==> config.mk <==
export PLATFORM = sky130hd
export DESIGN_NAME = mkpt_front
export DESIGN_NICKNAME = d
export VERILOG_FILES = /design/src/rtl/midi_key_pitch_tracker_assert.svh /design/src/rtl/mkpt_pkg.sv /design/src/rtl/mkpt_front.sv
export SDC_FILE = /design/constraint.sdc
export NUM_CORES = 1
export LEC_CHECK = 0
export BUFFER_PORTS_ARGS = -buffer_cell sky130_fd_sc_hd__buf_2
export CORE_MARGIN = 2
export CORE_UTILIZATION = 40
export CTS_BUF_LIST = sky130_fd_sc_hd__clkbuf_16
export CTS_CLUSTER_DIAMETER = 100
export DETAILED_ROUTE_END_ITERATION = 6
export MAX_ROUTING_LAYER = met4
export PLACE_DENSITY = 0.72
export SLEW_MARGIN = 25
export SYNTH_ARGS = -nofsm -noshare
export SYNTH_HDL_FRONTEND = slang
export SYNTH_SLANG_ARGS = --single-unit
==> constraint.sdc <==
create_clock -name clk -period 3.1 [get_ports clk]
set_input_delay 0.155 -clock clk [delete_from_list [all_inputs] [get_ports clk]]
set_output_delay 0.155 -clock clk [all_outputs]
set_load 0.005 [all_outputs]
==> src/rtl/midi_key_pitch_tracker_assert.svh <==
// Assertion macros used by the tracker back end.
`ifndef MIDI_KEY_PITCH_TRACKER_ASSERT_SVH
`define MIDI_KEY_PITCH_TRACKER_ASSERT_SVH

// Check a consequence in the same cycle.
`define MKPT_ASSERT_NOW(lbl, ante, cons) \
	lbl: assert property (@(posedge clk) disable iff (!arst_n) (ante) |-> (cons)) \
		else $error("mkpt assertion failed");

// Check a consequence in the next cycle.
`define MKPT_ASSERT_NXT(lbl, ante, cons) \
	lbl: assert property (@(posedge clk) disable iff (!arst_n) (ante) |=> (cons)) \
		else $error("mkpt assertion failed");

`endif

==> src/rtl/mkpt_pkg.sv <==
// Shared types, constants and table functions of the key pitch tracker.
`default_nettype none
package mkpt_pkg;

	localparam int NUM_KEYS_DEF = 128;

	localparam int PITCH_W = 22;
	localparam int LEVEL_W = 16;
	localparam int TOT_W   = 23;
	localparam int SPL_W   = 44;
	localparam int NUM_W   = 45;
	localparam int CNT_W   = 6;

	localparam logic [7:0] NOTE_ON  = 8'd144;
	localparam logic [7:0] NOTE_OFF = 8'd128;

	localparam logic REG_DECAY = 1'b0;
	localparam logic REG_FLOOR = 1'b1;

	localparam logic [15:0] DECAY_RST = 16'd58982;
	localparam logic [15:0] FLOOR_RST = 16'd328;
	localparam logic [PITCH_W-1:0] PITCH_RST = 22'd112640;
	localparam logic [LEVEL_W-1:0] LEVEL_RST = 16'd8192;

	typedef enum logic [1:0] {
		OP_NOP,
		OP_ON,
		OP_OFF,
		OP_TICK
	} op_t;

	typedef enum logic [3:0] {
		B_IDLE,
		B_RD,
		B_MUL,
		B_UPD,
		B_ACC,
		B_DP0,
		B_DP1,
		B_DL0,
		B_DL1
	} bstate_t;

	typedef struct packed {
		op_t          op;
		logic [6:0]   note;
		logic [15:0]  lvl;
	} qent_t;

	typedef struct packed {
		logic             start;
		logic [NUM_W-1:0] num;
		logic [TOT_W-1:0] den;
	} div_req_t;

	typedef struct packed {
		logic             busy;
		logic             done;
		logic [NUM_W-1:0] quo;
	} div_rsp_t;

	// round(v * 32768 / 127): v*258 plus a remainder correction of 0..2
	function automatic logic [15:0] vel_level(input logic [6:0] v);
		logic [15:0] q0;
		logic [8:0]  r;
		q0 = 16'(v) * 16'd258;
		r  = 9'({v, 1'b0}) + 9'd63;
		if (r >= 9'd254)
			vel_level = q0 + 16'd2;
		else if (r >= 9'd127)
			vel_level = q0 + 16'd1;
		else
			vel_level = q0;
	endfunction

	function automatic logic [PITCH_W-1:0] pitch_rom(input logic [6:0] n);
		logic [3:0]  oct;
		logic [6:0]  k;
		logic [3:0]  s;
		logic [PITCH_W-1:0] t;
		logic [PITCH_W-1:0] h;
		oct = 4'd0;
		for (int j = 1; j <= 10; j++)
			if (n >= 7'(12 * j))
				oct = oct + 4'd1;
		k = n - 7'(oct) * 7'd12;
		s = 4'd10 - oct;
		unique case (k)
			7'd0:    t = 22'd2143237;
			7'd1:    t = 22'd2270680;
			7'd2:    t = 22'd2405702;
			7'd3:    t = 22'd2548752;
			7'd4:    t = 22'd2700309;
			7'd5:    t = 22'd2860878;
			7'd6:    t = 22'd3030994;
			7'd7:    t = 22'd3211227;
			7'd8:    t = 22'd3402176;
			7'd9:    t = 22'd3604480;
			7'd10:   t = 22'd3818814;
			7'd11:   t = 22'd4045892;
			default: t = '0;
		endcase
		h = (s == 4'd0) ? '0 : (22'd1 << (s - 4'd1));
		pitch_rom = (t + h) >> s;
	endfunction

endpackage
`default_nettype wire

==> src/rtl/mkpt_front.sv <==
// Front end: accepts input words, classifies them and queues commands.
`default_nettype none
module mkpt_front #(
	parameter int NUM_KEYS = mkpt_pkg::NUM_KEYS_DEF
) (
	input  wire logic            clk,
	input  wire logic            arst_n,
	input  wire logic            s_tvalid,
	output logic                 s_tready,
	input  wire logic [23:0]     s_tdata,  // status[7:0], note[14:8], velocity[21:15]
	input  wire logic [0:0]      s_tuser,  // cmd[0]
	output logic                 q_valid,
	output mkpt_pkg::qent_t      q_ent,
	input  wire logic            q_pop
);
	import mkpt_pkg::*;

	qent_t      ent_q [2];
	logic       wr_ptr_q;
	logic       rd_ptr_q;
	logic [1:0] cnt_q;
	qent_t      cls;
	logic       push;

	always_comb begin
		cls.note = s_tdata[14:8];
		cls.lvl  = vel_level(s_tdata[21:15]);
		priority if (s_tuser[0])
			cls.op = OP_TICK;
		else if ({1'b0, s_tdata[14:8]} >= 8'(NUM_KEYS))
			cls.op = OP_NOP;
		else if (s_tdata[7:0] == NOTE_ON)
			cls.op = OP_ON;
		else if (s_tdata[7:0] == NOTE_OFF)
			cls.op = OP_OFF;
		else
			cls.op = OP_NOP;
	end

	assign s_tready = (cnt_q != 2'd2);
	assign push     = s_tvalid && s_tready;
	assign q_valid  = (cnt_q != 2'd0);
	assign q_ent    = ent_q[rd_ptr_q];

	always_ff @(posedge clk) begin
		if (push)
			ent_q[wr_ptr_q] <= cls;
	end

	always_ff @(posedge clk or negedge arst_n) begin
		if (!arst_n) begin
			wr_ptr_q <= 1'b0;
			rd_ptr_q <= 1'b0;
			cnt_q    <= 2'd0;
		end else begin
			if (push)
				wr_ptr_q <= ~wr_ptr_q;
			if (q_pop)
				rd_ptr_q <= ~rd_ptr_q;
			unique case ({push, q_pop})
				2'b10:   cnt_q <= cnt_q + 2'd1;
				2'b01:   cnt_q <= cnt_q - 2'd1;
				default: cnt_q <= cnt_q;
			endcase
		end
	end

endmodule
`default_nettype wire

==> out/results.ini, run 1 <==
[cells_and_area]
layout-drive-gt1-share=0.390
antennaDiodeCount=0
final_nets=282
area_growth_pct=17.7
mostFrequentLayoutCells=53 x buf_2, 50 x edfxtp_1, 26 x mux2_2
layout_commonest_cell=buf_2

[floorplan]
initial_utilization=0.413
row_count=29
die_height_um=85.0
core-area_sq_um=6350
io_pins=56
die_area_sq_um=7230
die_w_um=85.0

[worst_hold_path]
holdPathStages=1
hold_class=in -> reg

[sta]
finalCritPeriodShare=0.574
slew_violations=0
fin_worst_skew_ns=0.00255
period_needed_ns=1.78
finalHoldViolCount=0
rsz0062_at_grt=no
clock.fmax_ghz=0.562
max_slew_margin=0.670
setup_viol=0
worst_pin_slew_ns=0.492
setup_ws_ns=1.32
tns_ns=0

[clock_tree]
clockBufferDepth=2
htree_levels=2
ctsHoldBuffers=1
root_buffer=clkbuf_16
clk_latency_ns=0.28
cts_setup_buffers=0
cts_buffers=5
clkSlewWorstSetupHoldPaths_ns=0.06
post_cts_resized=0
cts_tree=done
cts_sinks=54

[pwr]
leakage_nw=1.17
power_density_nw_per_um2=729
ir_drop_mv=0.952

[synthesis]
syn_avg_cell_area_sq_um=13.3
synth_flop_cell=edfxtp_1
yosysSeqAreaShare=0.610
syn-instance-count=197
synthArstFlopShare=0.0741
synth_warnings=0
synth_edf_count=50
netlist-cell-type-count=44
syn_nets=230
ys_ff_latch=54
synthesis.area_sq_um=2630

[setup_path]
path_max_fanout=9
cp.arrival_ns=1.79
cp-end-kind=register
start_kind=input port
crit_required_ns=3.11
reg2reg_depth=4
worstSetupPathType=in -> reg

[route]
post_drt_wl_per_cell_um=14.4
wl_um=4680
drc_errors=0
postRouteAntennaNets=0
dr.pass1.iters=4
drtIter0Drc=85
vias=1714
viasPerCell=5.26

[grt]
grt_max_degree=27
grt_first_pass_wirelength_um=7900
grt_pass1_vias=1689
grt_use_total=0.141
antenna_found_initial=0
grt_overflow=0

[placed_design]
port_buffers=53
post-place-ws_ns=1.04
globalplace.congestion=0.890
dp_hpwl_um=3240

[run]
maxCapViolCount=0

[outcome]
status=finished, final reports clean

==> power breakdown <==
part	internal, mW	switching [mW]	leakage (nW)
logic	0.353	0.350	0.585
registers	1.00	0.0466	0.510
clock network	0.289	0.213	0.0723
total	1.65	0.609	1.17
==> worst max-delay path: stages <==
cell and delay (ns):
buf_2 0.19, inv_1 0.13, ha_1 0.25, nand2b_1 0.15
o21a_1 0.12, o21ai_1 0.42, and2_4 0.28, o311ai_2 0.10
==> cells by family (layout without fill, tap and decap cells) <==
group                      after synthesis  in the layout  share of synthesized area
AOI/OAI and AO/OA                       31             31                     0.0863
muxes                                   26             26                      0.112
adders and majority gates                4              4                     0.0191
and+or+nand+nor                         59             59                      0.122
buffers and inverters                   17             69                     0.0315
xor gates and xnor gates                 6              6                     0.0200
DFF                                     54             54                      0.610
==> cells in the mapped netlist (3+ instances only) <==
| cell | count | area (sq um) |
|---|---|---|
| a21oi_1 | 4 | 20.0 |
| a31oi_1 | 5 | 31.3 |
| and3_1 | 6 | 37.5 |
| buf_2 | 3 | 15.0 |
| clkbuf_1 | 5 | 18.8 |
| dfrtp_1 | 4 | 100 |
| edfxtp_1 | 50 | 1500 |
| ha_1 | 4 | 50.1 |
| inv_1 | 4 | 15.0 |
| mux2_2 | 26 | 293 |
| nand2_1 | 10 | 37.5 |
| nand2b_1 | 4 | 25.0 |
| nand3_1 | 11 | 55.1 |
| nor2_1 | 15 | 56.3 |
| nor3_1 | 5 | 25.0 |
| o21ai_1 | 3 | 15.0 |
| xnor2_1 | 4 | 35.0 |
==> final timing paths <==
kind                        startpoint            to  slack, ns
max reg2reg                   cnt_q[0]   ent_q[0][4]       1.64
min reg2reg                   cnt_q[1]      cnt_q[1]       0.49
max in group asynchronous       arst_n      cnt_q[1]       2.78
min in group asynchronous       arst_n      wr_ptr_q       0.21
max                        s_tdata[15]   ent_q[0][1]       1.32
min                        s_tdata[11]  ent_q[1][19]       0.06
==> final cells by class <==
class / count / area, sq um
tap: 77 / 96.3
timing repair buffer: 57 / 298
inverter: 5 / 18.8
multi-input combinational: 126 / 943
clock buffer: 5 / 125
fill: 586 / 3260
sequential: 54 / 1600
clock inverter: 2 / 7.51
==> layer usage <==
layer	GRT usage	vias up	part of all wire
met2	0.226	52	0.48
li1	-	836	-
met3	0.0360	6	0.052
met1	0.177	820	0.45
met5	-	-	0
met4	0.0433	0	0.011
==> stage by stage <==
stage	cell area [sq um]	power, mW	utilization	hold WS (ns)	instances
after floorplan	2630	1.51	-	-0.141	197
after global placement	2950	1.77	0.464	-0.0376	318
after detailed placement	2950	1.79	0.464	-0.0332	318
after CTS	3090	2.30	0.487	0.0509	326
after global routing	3090	2.40	0.487	0.0534	326
final	3090	2.25	0.487	0.0624	326
==> state kept, by name, summed over array words and instances, names as in the netlist <==
name,flops
cnt_q,2
ent_q,50
rd_ptr_q,1
wr_ptr_q,1
No activity file was read; power rests on OpenSTA's default activity.
==> run 2, diff against run 1 <==
- clock period: 3.1 -> 1.8 ns (I/O delays scaled with it)
==> run 2 against run 1 <==
Sequential share of layout area shrank 2.9 points. Clock power grew 78%. Cell area grew 6.0%. Global-route usage grew 1.3 points. Critical path type is now reg -> out. Largest cell class unchanged. Highest routed layer unchanged.
==> out/results.ini, run 2 (synthesis gave the netlist of run 1 again) <==
[outcome]
status=finished, final reports clean

[sta]
slew_violations=0
worst_pin_slew_ns=0.446
setup_viol=0
max_slew_margin=0.700
setup_ws_ns=0.297
period_needed_ns=1.50
fin_worst_skew_ns=0.00228
finalCritPeriodShare=0.835
rsz0062_at_grt=no
tns_ns=0
clock.fmax_ghz=0.666
finalHoldViolCount=0

[clock_tree]
clk_latency_ns=0.29
cts_setup_buffers=0
cts_buffers=5
root_buffer=clkbuf_16
htree_levels=2
clockBufferDepth=2
clkSlewWorstSetupHoldPaths_ns=0.06
cts_sinks=54
cts_tree=done

[cells_and_area]
layout-drive-gt1-share=0.411
fin_area_sq_um=3280
area_growth_pct=24.8
antennaDiodeCount=0
largest_reg_flops=50
reg_top3=ent_q: 50 flops, cnt_q: 2 flops
final_nets=302
mostFrequentLayoutCells=53 x buf_2, 50 x edfxtp_1, 26 x mux2_2
largest_register=ent_q
nFillCells=527
layout_commonest_cell=buf_2
layout.cells.non_filler=347

[pwr]
combPwrFrac=0.323
leakage_nw=1.27
power_density_nw_per_um2=1220
p_int_mw=2.90
pwr-share-seq=0.454
power_switching_mw=1.10
ir_drop_mv=1.03
pwr-share-clk=0.223
sw_frac_of_total=0.274

[floorplan]
io_pins=56
die_area_sq_um=7230
die_height_um=85.0
initial_utilization=0.413
die_w_um=85.0
core-area_sq_um=6350
row_count=29

[worst_hold_path]
hold_path_end=rd_ptr_q
hold_class=in -> reg
holdPathStages=2
min_from=q_pop

[placed_design]
placed_cells=331
globalplace.congestion=0.863
port_buffers=53
placed_area_sq_um=3060
dp_hpwl_um=3670
post-place-ws_ns=0.00801

[route]
drtIter0Drc=89
vias=1817
viasPerCell=5.24
dr.pass1.iters=4
postRouteAntennaNets=0
wl_um=5180
post_drt_wl_per_cell_um=14.9
drc_errors=0

[setup_path]
reg2reg_to=ent_q[0][10]
r2r_start=cnt_q[0]
r2r_slack_ns=0.39
path_max_fanout=19
reg2reg_depth=4
start_kind=register
cp-end-kind=output pin
cp.arrival_ns=1.41
worstSetupPathType=reg -> out
crit_required_ns=1.71

[run]
maxCapViolCount=0

[grt]
grt_max_degree=26
grt_use_total=0.154
antenna_found_initial=0
grt_pass1_vias=1811
grt_first_pass_wirelength_um=8580
grt_overflow=0

==> run 2: metrics by stage <==
step                      hold slack (ns)  utilization  power (mW)
after CTS                         0.00278        0.516        4.06
after global routing              0.00964        0.516        4.23
after floorplan                    -0.206            -        2.60
final                              0.0118        0.516        4.00
after detailed placement          -0.0994        0.482        3.14
after global placement             -0.101        0.482        3.11
==> run 2: layer usage <==
metal | up-vias | share of wire | track usage
li1 | 877 | - | -
met3 | 5 | 0.063 | 0.0370
met4 | 0 | 0.0087 | 0.0433
met1 | 857 | 0.41 | 0.188
met5 | - | 0 | -
met2 | 78 | 0.52 | 0.256
==> run 2: worst max-delay path by stage <==
stage | endpoint | cells after the start | from | slack, ns
floorplan | ent_q[0][0] | 3 | cnt_q[0] | 0.08
global placement | ent_q[0][1] | 8 | s_tdata[15] | 0.10
detailed placement | ent_q[0][2] | 8 | s_tdata[15] | 0.008
CTS | q_ent[3] | 3 | rd_ptr_q | 0.27
global route | ent_q[1][2] | 8 | s_tdata[15] | 0.18
finish | q_ent[3] | 3 | rd_ptr_q | 0.30
==> run 2: cell type report <==
class | count | area, sq um | area share
clock buffers | 5 | 125 | 0.0382
flip-flops and latches | 54 | 1600 | 0.489
multi-input cells | 126 | 943 | 0.288
inverters | 5 | 18.8 | 0.00573
well taps | 77 | 96.3 | 0.0294
clock inverters | 3 | 12.5 | 0.00382
repair buffers | 77 | 478 | 0.146
==> run 2: critical path: stages, from the launching register on <==
cell	delay, ns
dfrtp_1	0.34
buf_4	0.27
mux2_2	0.38
buf_2	0.13
==> run 2: power by group through the flow <==
stage                     combinational (mW)  sequential, mW  clock (mW)
after floorplan                        0.779            1.82           0
after global placement                  1.28            1.83           0
after detailed placement                1.30            1.85           0
after CTS                               1.32            1.82       0.925
after global routing                    1.42            1.84       0.967
final                                   1.29            1.81       0.893
==> run 2: repair_timing <==
item | 4_1_cts | 5_1_grt
hold buffers | 8 | 0
endpoints found under the hold margin | 18 | 0
resized for setup | 0 | 0
==> run 3, diff against run 2 <==
- ABC_AREA: not set -> 1
- PLACE_DENSITY: 0.72 -> 0.74
- clock period: 1.8 -> 1.3 ns (I/O delays scaled with it)
==> run 3 against run 2 <==
The run now ends with setup timing left. Flip-flop and latch count is the same. Die area shrank 3.7%. Power grew 51%. Cell area grew 5.3%. Largest cell class unchanged. Clock power grew 39%. Final cell count grew 6.6%.
==> out/results.ini, run 3 <==
[outcome]
status=finished with violations
violations=setup timing

[route]
dr.pass1.iters=4
post_drt_wl_per_cell_um=13.4
wl_um=4950
drtIter0Drc=55
postRouteAntennaNets=0
vias=1765
drc_errors=0
viasPerCell=4.77

[synthesis]
syn-instance-count=197
synth_warnings=0
yosysTopAreaCell=edfxtp_1
yosysTopAreaCellShare=0.595
syn_nets=230
yosysSeqAreaShare=0.635
synth_flop_cell=edfxtp_1
synthesis.area_sq_um=2520
synth_most_common_cell=edfxtp_1
synth_common_cells=50 x edfxtp_1, 40 x nand2_1, 25 x mux2_2, 14 x inv_1, 11 x nor2_1
synth.area.top_cells=edfxtp_1 59%, mux2_2 11%, nand2_1 5.9%
synth_edf_count=50
syn_avg_cell_area_sq_um=12.8
ys_ff_latch=54
netlist-cell-type-count=25
synthArstFlopShare=0.0741

[cells_and_area]
largest_register=ent_q
final_nets=327
largest_reg_flops=50
utilization=0.572
mostFrequentLayoutCells=53 x buf_2, 50 x edfxtp_1, 38 x nand2_1
area_growth_pct=36.7
nFillCells=502
layout_commonest_cell=buf_2
fin_area_sq_um=3450
antennaDiodeCount=0
layout.cells.non_filler=370
layout-drive-gt1-share=0.488
reg_top3=ent_q: 50 flops, cnt_q: 2 flops

[clock_tree]
clkSlewWorstSetupHoldPaths_ns=0.06
cts_tree=done
clk_latency_ns=0.29
cts_buffers=5
cts_sinks=54
htree_levels=2
clockBufferDepth=2
root_buffer=clkbuf_16

[grt]
grt_overflow=0
grt_pass1_vias=1857
grt_use_total=0.151
grt_first_pass_wirelength_um=8200
antenna_found_initial=0
grt_max_degree=27

[floorplan]
die_height_um=83.4
core-area_sq_um=6030
die_w_um=83.4
die_area_sq_um=6960
initial_utilization=0.419
row_count=28
io_pins=56

[sta]
max_slew_margin=0.813
period_needed_ns=1.42
setup_ws_ns=-0.118
slew_violations=0
hold_slack_ns=0.0128
fin_worst_skew_ns=0.00478
setup_viol=25
finalCritPeriodShare=1.09
worst_pin_slew_ns=0.277
finalHoldViolCount=0
clock.fmax_ghz=0.705
rsz0062_at_grt=yes
tns_ns=-2.50

[pwr]
power_density_nw_per_um2=1750
ir_drop_mv=1.19
fin_total_pwr_mw=6.04
leakage_nw=1.47

[placed_design]
dp_hpwl_um=3500
post-place-ws_ns=-0.166
port_buffers=53
globalplace.congestion=0.913
placed_area_sq_um=3140
placed_cells=346

[setup_path]
cp-end-kind=output pin
cp.arrival_ns=1.35
worstSetupPathType=reg -> out
crit_required_ns=1.24
critPathLaunch=rd_ptr_q
start_kind=register
path_max_fanout=26
r2r_start=cnt_q[0]

[worst_hold_path]
min_from=q_pop
hold_class=in -> reg

[run]
maxCapViolCount=0

run 3: changes by cell type after synthesis, sizes merged, moves of 5 or more:
cell / before / now
nand2: 10 / 43
inv: 5 / 18
and3: 6 / 0
a31oi: 5 / 0
clkbuf: 5 / 0
xor2: 2 / 7
run 3: cell families (layout without fill, tap and decap cells):
kind of cell | count (synthesis) | in the layout | synth area share
xor+xnor | 8 | 8 | 0.0278
buf+inv | 23 | 121 | 0.0402
mux | 25 | 25 | 0.112
flops | 54 | 54 | 0.635
fa+ha+maj | 4 | 4 | 0.0198
simple gates | 76 | 76 | 0.152
compound gates | 7 | 7 | 0.0139
run 3: area by class of cell:
type	instances	area (sq um)	share of cell area
Clock buffer	5	125	0.0363
Clock inverter	3	12.5	0.00363
Inverter	18	67.6	0.0196
Multi-Input combinational cell	120	876	0.254
Sequential cell	54	1600	0.464
Tap cell	75	93.8	0.0272
Timing Repair Buffer	95	673	0.195
run 3: where the power goes:
group / internal (mW) / switching, mW
Combinational: 1.26 / 1.03
Sequential: 2.39 / 0.125
Clock: 0.696 / 0.539
Total: 4.35 / 1.69
run 3: repair_timing:
| action | CTS | global route |
|---|---|---|
| pin swaps | 3 | 2 |
| endpoints found under the setup margin | 51 | 44 |
| hold buffers | 8 | 0 |
| hold endpoints to repair | 18 | 0 |
| buffers inserted | 7 | 2 |
| gates cloned | 1 | 0 |
| gates resized for setup | 3 | 6 |
run 3: final timing paths:
path | cells past startpoint | to | slack (ns)
worst max register to register | 7 | cnt_q[1] | 0.02
min in group asynchronous | 2 | cnt_q[1] | 0.12
worst min-delay path | 2 | rd_ptr_q | 0.01
max in group asynchronous | 2 | rd_ptr_q | 1.07
worst min register to register | 2 | wr_ptr_q | 0.59
worst max-delay path | 3 | q_ent[5] | -0.12
run 3: worst max-delay path, cell delays in order, from the launching register on:
cell and delay (ns):
dfrtp_1 0.37, buf_12 0.20, mux2_2 0.36, buf_2 0.14
run 3: layer usage:
metal,part of all wire,vias to the layer above,GRT usage
li1,-,872,-
met1,0.42,834,0.162
met2,0.52,52,0.273
met3,0.053,7,0.0388
met4,0.014,0,0.0513
met5,0,-,-
