**src/rtl/midi_key_pitch_tracker_assert.svh**
```systemverilog
// Assertion macros used by the tracker back end.
`ifndef MIDI_KEY_PITCH_TRACKER_ASSERT_SVH
`define MIDI_KEY_PITCH_TRACKER_ASSERT_SVH

// Check a consequence in the same cycle.
`define MKPT_ASSERT_NOW(lbl, ante, cons) \
	lbl: assert property (@(posedge clk) disable iff (!arst_n) (ante) |-> (cons)) \
		else $error("mkpt assertion failed");

// Check a consequence in the next cycle.
`define MKPT_ASSERT_NXT(lbl, ante, cons) \
	lbl: assert property (@(posedge clk) disable iff (!arst_n) (ante) |=> (cons)) \
		else $error("mkpt assertion failed");

`endif

```
**src/rtl/mkpt_pkg.sv**
```systemverilog
// Shared types, constants and table functions of the key pitch tracker.
`default_nettype none
package mkpt_pkg;

	localparam int NUM_KEYS_DEF = 128;

	localparam int PITCH_W = 22;
	localparam int LEVEL_W = 16;
	localparam int TOT_W   = 23;
	localparam int SPL_W   = 44;
	localparam int NUM_W   = 45;
	localparam int CNT_W   = 6;

	localparam logic [7:0] NOTE_ON  = 8'd144;
	localparam logic [7:0] NOTE_OFF = 8'd128;

	localparam logic REG_DECAY = 1'b0;
	localparam logic REG_FLOOR = 1'b1;

	localparam logic [15:0] DECAY_RST = 16'd58982;
	localparam logic [15:0] FLOOR_RST = 16'd328;
	localparam logic [PITCH_W-1:0] PITCH_RST = 22'd112640;
	localparam logic [LEVEL_W-1:0] LEVEL_RST = 16'd8192;

	typedef enum logic [1:0] {
		OP_NOP,
		OP_ON,
		OP_OFF,
		OP_TICK
	} op_t;

	typedef enum logic [3:0] {
		B_IDLE,
		B_RD,
		B_MUL,
		B_UPD,
		B_ACC,
		B_DP0,
		B_DP1,
		B_DL0,
		B_DL1
	} bstate_t;

	typedef struct packed {
		op_t          op;
		logic [6:0]   note;
		logic [15:0]  lvl;
	} qent_t;

	typedef struct packed {
		logic             start;
		logic [NUM_W-1:0] num;
		logic [TOT_W-1:0] den;
	} div_req_t;

	typedef struct packed {
		logic             busy;
		logic             done;
		logic [NUM_W-1:0] quo;
	} div_rsp_t;

	// round(v * 32768 / 127): v*258 plus a remainder correction of 0..2
	function automatic logic [15:0] vel_level(input logic [6:0] v);
		logic [15:0] q0;
		logic [8:0]  r;
		q0 = 16'(v) * 16'd258;
		r  = 9'({v, 1'b0}) + 9'd63;
		if (r >= 9'd254)
			vel_level = q0 + 16'd2;
		else if (r >= 9'd127)
			vel_level = q0 + 16'd1;
		else
			vel_level = q0;
	endfunction

	function automatic logic [PITCH_W-1:0] pitch_rom(input logic [6:0] n);
		logic [3:0]  oct;
		logic [6:0]  k;
		logic [3:0]  s;
		logic [PITCH_W-1:0] t;
		logic [PITCH_W-1:0] h;
		oct = 4'd0;
		for (int j = 1; j <= 10; j++)
			if (n >= 7'(12 * j))
				oct = oct + 4'd1;
		k = n - 7'(oct) * 7'd12;
		s = 4'd10 - oct;
		unique case (k)
			7'd0:    t = 22'd2143237;
			7'd1:    t = 22'd2270680;
			7'd2:    t = 22'd2405702;
			7'd3:    t = 22'd2548752;
			7'd4:    t = 22'd2700309;
			7'd5:    t = 22'd2860878;
			7'd6:    t = 22'd3030994;
			7'd7:    t = 22'd3211227;
			7'd8:    t = 22'd3402176;
			7'd9:    t = 22'd3604480;
			7'd10:   t = 22'd3818814;
			7'd11:   t = 22'd4045892;
			default: t = '0;
		endcase
		h = (s == 4'd0) ? '0 : (22'd1 << (s - 4'd1));
		pitch_rom = (t + h) >> s;
	endfunction

endpackage
`default_nettype wire

```
**src/rtl/mkpt_div.sv**
```systemverilog
// Restoring divider, one quotient bit per cycle.
`default_nettype none
module mkpt_div (
	input  wire logic             clk,
	input  wire logic             arst_n,
	input  wire mkpt_pkg::div_req_t req,
	output mkpt_pkg::div_rsp_t    rsp
);
	import mkpt_pkg::*;

	logic             busy_q;
	logic             done_q;
	logic [CNT_W-1:0] cnt_q;
	logic [TOT_W-1:0] rem_q;
	logic [TOT_W-1:0] den_q;
	logic [NUM_W-1:0] quo_q;
	logic [TOT_W:0]   r2;
	logic [TOT_W:0]   diff;
	logic             ge;

	assign r2   = {rem_q, quo_q[NUM_W-1]};
	assign diff = r2 - {1'b0, den_q};
	assign ge   = (r2 >= {1'b0, den_q});

	assign rsp.busy = busy_q;
	assign rsp.done = done_q;
	assign rsp.quo  = quo_q;

	always_ff @(posedge clk) begin
		if (req.start) begin
			rem_q <= '0;
			den_q <= req.den;
			quo_q <= req.num;
		end else if (busy_q) begin
			rem_q <= ge ? diff[TOT_W-1:0] : r2[TOT_W-1:0];
			quo_q <= {quo_q[NUM_W-2:0], ge};
		end
	end

	always_ff @(posedge clk or negedge arst_n) begin
		if (!arst_n) begin
			busy_q <= 1'b0;
			done_q <= 1'b0;
			cnt_q  <= '0;
		end else begin
			done_q <= 1'b0;
			if (req.start) begin
				busy_q <= 1'b1;
				cnt_q  <= CNT_W'(NUM_W - 1);
			end else if (busy_q) begin
				if (cnt_q == '0) begin
					busy_q <= 1'b0;
					done_q <= 1'b1;
				end else begin
					cnt_q <= cnt_q - CNT_W'(1);
				end
			end
		end
	end

endmodule
`default_nettype wire

```
**config.mk**
```make
export PLATFORM = sky130hd
export DESIGN_NAME = mkpt_div
export DESIGN_NICKNAME = d
export VERILOG_FILES = /design/src/rtl/midi_key_pitch_tracker_assert.svh /design/src/rtl/mkpt_pkg.sv /design/src/rtl/mkpt_div.sv
export SDC_FILE = /design/constraint.sdc
export NUM_CORES = 1
export LEC_CHECK = 0
export ABC_CLOCK_PERIOD_IN_PS = 7120
export BUFFER_PORTS_ARGS = -buffer_cell sky130_fd_sc_hd__buf_2
export CAP_MARGIN = 5
export CORE_ASPECT_RATIO = 1.1
export CORE_MARGIN = 3
export CORE_UTILIZATION = 59
export DETAILED_ROUTE_END_ITERATION = 7
export PLACE_DENSITY = 0.84
export SYNTH_ARGS = -nofsm -noshare
export SYNTH_HDL_FRONTEND = slang
export SYNTH_SLANG_ARGS = --single-unit
```
**constraint.sdc**
```tcl
create_clock -name clk -period 7.12 [get_ports clk]
set_input_delay 0.356 -clock clk [delete_from_list [all_inputs] [get_ports clk]]
set_output_delay 0.356 -clock clk [all_outputs]
set_load 0.03 [all_outputs]
```
==> flow_summary_export.csv, run 1 <==
group,metric,value,unit
routing,ant_nets,0,
grt,antenna_found_initial,0,
worst_setup_path,crit_type,"reg2reg",
grt,grt_max_degree,54,
sta,setup_viol,0,
worst_setup_path,critical_path_required,7.36,ns
sta,period_share,41.58,%
routing,drc,0,
cts,clk_latency,0.37,ns
logic_synthesis,yosysTopAreaCell,"edfxtp_1",
floorplanning,die_area,0.01023,sq mm
floorplanning,ios,118,
cts,numClockSinks,99,
placement,pre_cts_ws,4.164,ns
run,cap_violations,0,
floorplanning,die_y,105.8,um
cells_and_area,num_antenna_cells,0,
floorplanning,fp.coreArea,0.008583,sq mm
grt,grt_usage,24.47,%
worst_setup_path,crit_family,"compound AO/OA/AOI/OAI gates",
logic_synthesis,synth.area.top_cells,"edfxtp_1, mux2_2, dfxtp_1",
sta,period_minus_slack,2.960,ns
pwr,ir_worst_vdd,0.1481,mV
cts,cts_tree,"built",
run_status,status,"complete, no violations",
pwr,swShare,28.67,%
logic_synthesis,synth_top_family_by_area,"compound AO/OA/AOI/OAI gates",
sta,slew-limit-headroom,53.39,%
floorplanning,start_util,62.20,%
worst_setup_path,critical-path-slowest-cell,"a211oi_1",
sta,setup_tns,0,ns
hold_path,min_path_type,"in2reg",
worst_setup_path,critPathCaptureType,"flip-flop",
worst_setup_path,critPathBufInv,1,
logic_synthesis,syn_inst,464,
cells_and_area,area_growth,16.38,%
routing,drt-total-wl,12320,um
cells_and_area,num-nets-final,676,
grt,grt_pass1_wl,20110,um
cells_and_area,multi_input_area,0.002415,sq mm
floorplanning,rows,35,
logic_synthesis,synth_cell_types,60,
logic_synthesis,synth-async-reset-ratio,8.081,%
logic_synthesis,ys_ff_latch,99,
cells_and_area,drive_gt1_share,33.39,%
routing,vias_per_cell,5.961,
sta,hold_viol,0,
pwr,p_switching,0.0003703,W
logic_synthesis,yosysWarnings,0,
sta,maxSlewViolCount,0,
logic_synthesis,seq_area_frac_synth,50.62,%
cts,htreeDepth,3,
sta,fin_ws,4.160,ns
cells_and_area,seq_area,0.002703,sq mm
pwr,clkPwrFrac,29.3,%
cts,numCtsBuffers,9,
worst_setup_path,cp_cell_sequence,"inv_1 -> ha_1 -> fa_1 -> and2b_1 -> o31ai_4 -> a2111oi_4 -> nor2_2 -> a211oi_1 -> nor3_1 -> a311oi_1 -> nor3_1",
cts,cts_setup_buffers,0,
sta,rsz0062_at_grt,"no",
cells_and_area,final_common_cell,"buf_2",
routing,avgRoutedWirePerCell,17.72,um
placement,io_buffer_count,117,
sta,tightest_slew,0.6965,ns
pwr,combPwrFrac,17.8,%
floorplanning,chipWidth,96.70,um
cts,clk_pin_slew,0.10,ns
worst_setup_path,cp-startpoint,"quo_q[44]$_DFFE_PP_",
routing,vias,4143,
worst_setup_path,critPathMaxStageDelay,0.50,ns
cts,cts_buffer_depth,2,
pwr,leakagePower,2.750,nW
logic_synthesis,synth_flop_cell,"edfxtp_1",
grt,grt_pass1_vias,4294,
logic_synthesis,muxShareOfSynthArea,11.93,%
cells_and_area,fillerInstances,622,
placement,place_congestion,0.9275,
cells_and_area,layout_common_cells,"buf_2, edfxtp_1, mux2_2",
logic_synthesis,yosys.area_share.adder,6.234,%
routing,drt_iter0_markers,293,
worst_setup_path,path_max_fanout,4,
pwr,powerDensity,207.8,mW/mm^2
logic_synthesis,synth_xor_area_share,3.609,%
pwr,p_int,0.0009211,W
logic_synthesis,synth_top_area_share,38.25,%
cts,root_buffer,"clkbuf_8",
worst_setup_path,cp_common_cell,"nor3_1",
sta,finClkSkew,0.01347,ns
worst_setup_path,worstPathArrival,3.20,ns
logic_synthesis,synth_simple_gate_area_share,10.64,%
sta,fmax,337.8,MHz
logic_synthesis,synth-compound-area-share,12.82,%
worst_setup_path,cp-start-kind,"flip-flop",
grt,globalRoute.totalOverflow,0,
hold_path,min_from,"req[15]",
logic_synthesis,syn-cell-area,0.005339,sq mm
pwr,power_frac_seq,53.0,%
logic_synthesis,syn_nets,561,
logic_synthesis,synth_edf_count,68,
routing,first_pass_iters,5,
worst_setup_path,rr_startpoint,"quo_q[44]$_DFFE_PP_",
logic_synthesis,syn_avg_cell_area,11.51,sq um
placement,hpwl,9132,um
## worst register-to-register path, stage by stage (launching register included)
cell	delay (ns)
edfxtp_1	0.39
inv_1	0.06
ha_1	0.22
fa_1	0.41
and2b_1	0.27
o31ai_4	0.09
a2111oi_4	0.34
nor2_2	0.10
a211oi_1	0.50
nor3_1	0.11
a311oi_1	0.28
nor3_1	0.08
## synth_stat cells (4+ instances only)
library cell / n
ha_1: 25
xor2_1: 7
nand2b_1: 6
xnor2_1: 15
a211oi_1: 10
a31oi_1: 6
o21ai_0: 17
nor3_1: 9
nand4_1: 5
nor2_1: 27
mux2_2: 45
nand3_1: 13
a21o_1: 9
and3_1: 6
edfxtp_1: 68
dfxtp_1: 23
inv_1: 34
clkbuf_1: 11
o211ai_1: 4
dfrtp_1: 8
nand2_1: 29
mux2i_1: 13
a21oi_1: 21
## sequential cells by signal, summed over array words and instances (netlist names)
signal	flops
rem_q	23
den_q	23
quo_q	45
busy_q	1
done_q	1
cnt_q	6
## power by group through the flow
stage | logic (W) | registers, W | clock network (W)
floorplan | 0.000104 | 0.000747 | 0
global placement | 0.000221 | 0.000695 | 0
detailed placement | 0.000228 | 0.000696 | 0
CTS | 0.000230 | 0.000684 | 0.000385
global route | 0.000247 | 0.000690 | 0.000409
finish | 0.000229 | 0.000684 | 0.000378
## metrics by stage
| stage | cell area, sq um | util, % | hold WS [ns] | power [W] | instances |
|---|---|---|---|---|---|
| finish | 6213 | 72.39 | 0.1532 | 0.001291 | 695 |
| global route | 6213 | 72.39 | 0.1359 | 0.001345 | 695 |
| CTS | 6213 | 72.39 | 0.1367 | 0.001299 | 695 |
| detailed placement | 5995 | 69.84 | 0.2084 | 0.0009241 | 678 |
| global placement | 5995 | 69.84 | 0.2036 | 0.0009159 | 678 |
| floorplan | 5339 | - | 0.06041 | 0.0008507 | 464 |
## logic make-up after synthesis
kind of cell,Yosys count
buf+inv,51
flops,99
compound gates,95
xor+xnor,22
fa+ha+maj,26
mux,58
simple gates,113
## area by class of cell
cell class	instances	share of cell area [%]
clock inverter	7	1.369
sequential	99	43.50
inverter	34	2.054
tap	111	2.235
multi-input combinational	314	38.86
timing repair buffer	121	9.988
clock buffer	9	1.994
## routing by layer
layer / track usage (%) / vias to the layer above / wire, um
met5: 0 / - / 0
met4: 13.44 / 0 / 567
met3: 7.743 / 51 / 1074
met2: 41.62 / 200 / 6017
met1: 27.20 / 1949 / 4657
li1: - / 1943 / -
## worst paths after layout
check,slack (ns),endpoint,cells after the start
max reg2reg,4.16,rem_q[20]$_SDFFE_PP0P_,11
max in group asynchronous,6.61,busy_q$_DFF_PN0_,2
max,4.16,rem_q[20]$_SDFFE_PP0P_,11
min in group asynchronous,0.35,done_q$_DFF_PN0_,2
min reg2reg,0.51,rem_q[2]$_SDFFE_PP0P_,2
min,0.15,den_q[15]$_DFFE_PP_,1
## what timing repair did
item | 4_1_cts | 5_1_grt
hold buffers | 1 | 0
endpoints found under the hold margin | 8 | 0
setup endpoints to repair | 0 | 0
resized for setup | 0 | 0
(Power assumes the default switching activity.)
==> inputs of run 2 (changes only) <==
ABC_CLOCK_PERIOD_IN_PS = 2600   (was 7120)
CORE_UTILIZATION = 49   (was 59)
PLACE_DENSITY = 0.74   (was 0.84)
clock period = 2.6 ns   (was 7.12 ns; I/O delays follow)
==> run 2 against run 1 <==
Net effect:
- the flow now finishes with violations (setup timing)
- sequential power grew to 2.7 times the previous value
- clock-buffer cell count is 1 higher
- sequential share of layout area is 5.0 points lower
- power grew to 3.0 times the previous value
- final cell count is 15% higher
- critical path depth stayed put
- critical endpoint is now rem_q[10]$_SDFFE_PP0P_
==> flow_summary_export.csv, run 2 (synthesis results as in run 1) <==
group,metric,value,unit
pwr,clkPwrFrac,32.3,%
sta,period_minus_slack,2.765,ns
cts,cts_buffer_depth,2,
run_status,status,"complete, but fails checks",
grt,globalRoute.totalOverflow,0,
cts,htreeDepth,3,
routing,ant_nets,0,
grt,antenna_found_initial,0,
sta,hold_slack,0.07599,ns
sta,maxSlewViolCount,0,
grt,grt_usage,21.85,%
run,cap_violations,0,
pwr,ir_worst_vdd,0.4464,mV
cells_and_area,final_common_cell,"buf_2",
worst_setup_path,critical_path_required,2.82,ns
floorplanning,rows,39,
routing,drc,0,
floorplanning,start_util,50.89,%
sta,setup_viol,24,
routing,first_pass_iters,5,
cells_and_area,fillerInstances,799,
pwr,p_switching,0.001045,W
cells_and_area,regMostFlops,"quo_q",
sta,period_share,106.4,%
pwr,total_power,0.003832,W
cells_and_area,largest_registers,"quo_q x45, den_q x23, rem_q x23",
cells_and_area,num-nets-final,746,
routing,vias,4305,
floorplanning,die_y,115.5,um
grt,grt_max_degree,46,
worst_setup_path,worstPathArrival,2.99,ns
cts,root_buffer,"clkbuf_16",
pwr,p_int,0.002787,W
hold_path,min_path_type,"in2reg",
cells_and_area,layout_common_cells,"buf_2, edfxtp_1, mux2_2",
routing,drt_iter0_markers,250,
worst_setup_path,cp-start-kind,"flip-flop",
pwr,leakagePower,3.113,nW
cts,clk_latency,0.35,ns
floorplanning,ios,118,
sta,hold_viol,0,
cts,numCtsBuffers,9,
grt,grt_pass1_vias,4429,
pwr,swShare,27.27,%
sta,fin_ws,-0.1652,ns
cells_and_area,multi_input_area,0.002542,sq mm
routing,drt-total-wl,13110,um
placement,hpwl,9322,um
cts,clk_pin_slew,0.07,ns
worst_setup_path,crit_type,"reg2reg",
worst_setup_path,critPathCaptureType,"flip-flop",
cells_and_area,seq_area,0.002703,sq mm
sta,tightest_slew,0.5796,ns
pwr,power_frac_seq,48.9,%
sta,finClkSkew,0.01075,ns
sta,rsz0062_at_grt,"yes",
sta,fmax,361.6,MHz
grt,grt_pass1_wl,21050,um
cts,numClockSinks,99,
cells_and_area,largest_register_ffs,45,
routing,avgRoutedWirePerCell,16.47,um
cells_and_area,num_antenna_cells,0,
pwr,combPwrFrac,18.9,%
worst_setup_path,path_max_fanout,7,
floorplanning,die_area,0.01219,sq mm
sta,slew-limit-headroom,61.21,%
cells_and_area,drive_gt1_share,39.20,%
pwr,powerDensity,545.1,mW/mm^2
placement,io_buffer_count,117,
cts,cts_tree,"built",
run_status,violations,"setup timing",
floorplanning,chipWidth,105.5,um
routing,vias_per_cell,5.408,
floorplanning,fp.coreArea,0.01049,sq mm
placement,place_congestion,0.8966,
cells_and_area,area_growth,31.66,%
run 2: path summary, 6_finish.rpt:
| path | slack (ns) | end | depth (start not counted) | start |
|---|---|---|---|---|
| hold / removal | 0.08 | quo_q[27]$_DFFE_PP_ | 2 | req[50] |
| min in group asynchronous | 0.17 | cnt_q[1]$_DFFE_PN0P_ | 2 | arst_n |
| hold reg to reg | 0.48 | rem_q[2]$_SDFFE_PP0P_ | 2 | rem_q[2]$_SDFFE_PP0P_ |
| setup reg to reg | -0.17 | rem_q[10]$_SDFFE_PP0P_ | 11 | quo_q[44]$_DFFE_PP_ |
| setup / recovery | -0.17 | rem_q[10]$_SDFFE_PP0P_ | 11 | quo_q[44]$_DFFE_PP_ |
| max in group asynchronous | 2.26 | done_q$_DFF_PN0_ | 2 | arst_n |
run 2: final cells by class:
| cell class | instances | area share, % |
|---|---|---|
| Multi-Input combinational cell | 317 | 36.17 |
| Timing Repair Buffer | 188 | 17.19 |
| Sequential cell | 99 | 38.45 |
| Clock buffer | 10 | 3.257 |
| Tap cell | 143 | 2.545 |
| Inverter | 34 | 1.816 |
| Clock inverter | 5 | 0.5696 |
run 2: worst max-delay path, stage by stage (launching register included):
cell and delay [ns]:
edfxtp_1 0.35, inv_1 0.05, ha_2 0.19, fa_2 0.33
and2b_2 0.25, o31ai_4 0.07, a2111oi_4 0.37, nor2_2 0.11
a211o_4 0.45, nand2_8 0.15, mux2i_1 0.22, a211oi_1 0.10
run 2: power by group through the flow:
stage                     registers, W  logic, W  clock network [W]
final                          0.00187  0.000723            0.00124
after detailed placement       0.00191  0.000678                  0
after global routing           0.00189  0.000778            0.00133
after floorplan                0.00205  0.000286                  0
after global placement         0.00190  0.000661                  0
after CTS                      0.00187  0.000721            0.00127
run 2: per-stage QoR:
step	setup slack, ns	utilization, %	area [sq um]	std cells	TNS [ns]
floorplan	-0.3555	-	5351	464	-5.852
global placement	-0.1067	60.55	6352	749	-1.531
detailed placement	-0.2022	60.55	6352	749	-3.432
CTS	-0.08699	66.45	6972	794	-1.013
global route	-0.3234	67.00	7029	796	-6.442
finish	-0.1652	67.00	7029	796	-2.816
run 2: per-layer routing:
layer	wire length (um)	GRT usage [%]
met1	5177	24.81
met2	6719	39.29
met3	891	6.295
met4	324	8.290
met5	0	0
run 2: what timing repair did:
| item | CTS | global route |
|---|---|---|
| resized for setup | 14 | 9 |
| hold buffers | 24 | 0 |
| hold endpoints to repair | 31 | 0 |
| pin swaps | 9 | 6 |
| setup endpoints to repair | 24 | 24 |
| buffers inserted | 4 | 1 |
| gates cloned | 2 | 1 |
==> inputs of run 3 (changes only) <==
CORE_UTILIZATION = 40   (was 49)
PLACE_DENSITY = 0.62   (was 0.74)
==> run 3 against run 2 <==
Net effect:
- non-clock buffer count up 3
- largest cell class unchanged
- via count is 2.7% lower
- maximum frequency decreased by 2.5%
- sequential power is essentially flat
- clock power grew 6%
- clock-buffer cell count down 1
- the flow still finishes with violations (setup timing)
- power grew 2.1%
- first-iteration DRC count fell by 21%
- core utilization shrank 12 points
- worst hold slack lost 0.0085 ns
- setup slack worse by 0.070 ns
==> flow_summary_export.csv, run 3 (synthesis results as in run 1) <==
group,metric,value,unit
pwr,powerDensity,552.2,mW/mm^2
cells_and_area,largest_registers,"quo_q x45, den_q x23, rem_q x23",
hold_path,min_path_type,"in2reg",
cells_and_area,num_antenna_cells,0,
grt,grt_pass1_wl,21170,um
pwr,leakagePower,3.123,nW
pwr,ir_worst_vdd,0.3498,mV
run_status,status,"complete, but fails checks",
floorplanning,ios,118,
worst_setup_path,critPathMaxStageDelay,0.45,ns
routing,vias_per_cell,5.154,
routing,first_pass_iters,4,
grt,globalRoute.totalOverflow,0,
worst_setup_path,cp-start-kind,"flip-flop",
worst_setup_path,cp_cell_sequence,"ha_4 -> fa_2 -> and2b_2 -> o31ai_4 -> a2111oi_4 -> nor2_2 -> a211o_4 -> nand2_8 -> mux2i_4 -> a211oi_2",
worst_setup_path,critical_path_required,2.83,ns
grt,grt_usage,18.20,%
sta,period_minus_slack,2.835,ns
worst_setup_path,rrSetupSlack,-0.24,ns
cts,numClockSinks,99,
floorplanning,die_y,127.2,um
sta,fmax,352.7,MHz
pwr,total_power,0.003913,W
sta,tightest_slew,0.6418,ns
worst_setup_path,path_max_fanout,6,
worst_setup_path,critPathCaptureType,"flip-flop",
cells_and_area,num-nets-final,748,
grt,grt_max_degree,47,
worst_setup_path,crit_type,"reg2reg",
placement,place_congestion,0.8647,
cts,cts_tree,"built",
cells_and_area,final_common_cell,"buf_2",
sta,maxSlewViolCount,0,
cts,clk_latency,0.36,ns
sta,hold_slack,0.06747,ns
routing,drt_iter0_markers,197,
floorplanning,chipWidth,116.2,um
routing,drc,0,
sta,setup_viol,24,
sta,period_share,109.1,%
run_status,violations,"setup timing",
routing,avgRoutedWirePerCell,15.85,um
cells_and_area,final_core_util,55.34,%
cts,root_buffer,"clkbuf_16",
grt,antenna_found_initial,0,
sta,slew-limit-headroom,57.06,%
floorplanning,rows,43,
cts,cts_buffer_depth,2,
placement,io_buffer_count,117,
cts,htreeDepth,3,
cts,clk_pin_slew,0.08,ns
cells_and_area,area_growth,32.74,%
cells_and_area,largest_register_ffs,45,
sta,finClkSkew,0.008431,ns
floorplanning,start_util,41.69,%
run,cap_violations,0,
sta,hold_viol,0,
cells_and_area,layout_common_cells,"buf_2, edfxtp_1, buf_4",
placement,hpwl,9333,um
routing,ant_nets,0,
cts,numCtsBuffers,9,
sta,rsz0062_at_grt,"yes",
placement,place_area,0.006387,sq mm
cells_and_area,stdcell_area,0.007087,sq mm
grt,grt_pass1_vias,4416,
worst_setup_path,critical-path-slowest-cell,"a211o_4",
sta,fin_ws,-0.2353,ns
cells_and_area,drive_gt1_share,39.79,%
routing,drt-total-wl,12880,um
worst_setup_path,worstPathArrival,3.07,ns
floorplanning,fp.coreArea,0.01280,sq mm
routing,vias,4190,
cells_and_area,regMostFlops,"quo_q",
floorplanning,die_area,0.01477,sq mm
run 3: repair_timing:
action                                  4_1_cts  5_1_grt
pin swaps                                    12       10
resized for setup                            15       11
hold buffers                                 24        0
buffers inserted                              2        2
cloned                                        2        0
endpoints found under the setup margin       24       24
hold endpoints to repair                     31        0
run 3: through the flow:
step	setup TNS, ns	worst slack (ns)	std cells
detailed placement	-3.557	-0.2118	767
global route	-7.276	-0.3401	813
global placement	-2.197	-0.1361	767
CTS	-3.654	-0.1819	811
finish	-4.695	-0.2353	813
floorplan	-5.852	-0.3555	464
run 3: final timing paths:
path,from,to,depth (start not counted)
setup / recovery,den_q[0]$_DFFE_PP_,rem_q[14]$_SDFFE_PP0P_,10
max in group asynchronous,arst_n,done_q$_DFF_PN0_,2
hold / removal,req[49],quo_q[26]$_DFFE_PP_,2
setup reg to reg,den_q[0]$_DFFE_PP_,rem_q[14]$_SDFFE_PP0P_,10
min in group asynchronous,arst_n,cnt_q[0]$_DFFE_PN0P_,2
hold reg to reg,rem_q[2]$_SDFFE_PP0P_,rem_q[2]$_SDFFE_PP0P_,2
run 3: final cells by class:
cell class	instances	area [sq um]
tap	157	196.4
clock inverter	7	66.31
inverter	34	127.6
fill	1130	5718
clock buffer	9	225.2
multi-input combinational	316	2554
timing repair buffer	191	1215
sequential	99	2703
run 3: power by group:
group	switching (W)	internal, W
Sequential	0.0000607	0.00181
Combinational	0.000395	0.000321
Clock	0.000645	0.000678
run 3: metal layers:
metal  GRT usage, %  share of wire (%)
met3          4.737                7.1
met1          22.09                 42
met5              0                  0
met4          7.918                2.2
met2          30.34                 48
run 3: worst max-delay path: cells and delay by family (launching register included):
kind / cells / cell delay [ns]
flops: 1 / 0.42
mux: 1 / 0.24
fa+ha+maj: 2 / 0.52
compound gates: 4 / 1.02
simple gates: 3 / 0.51
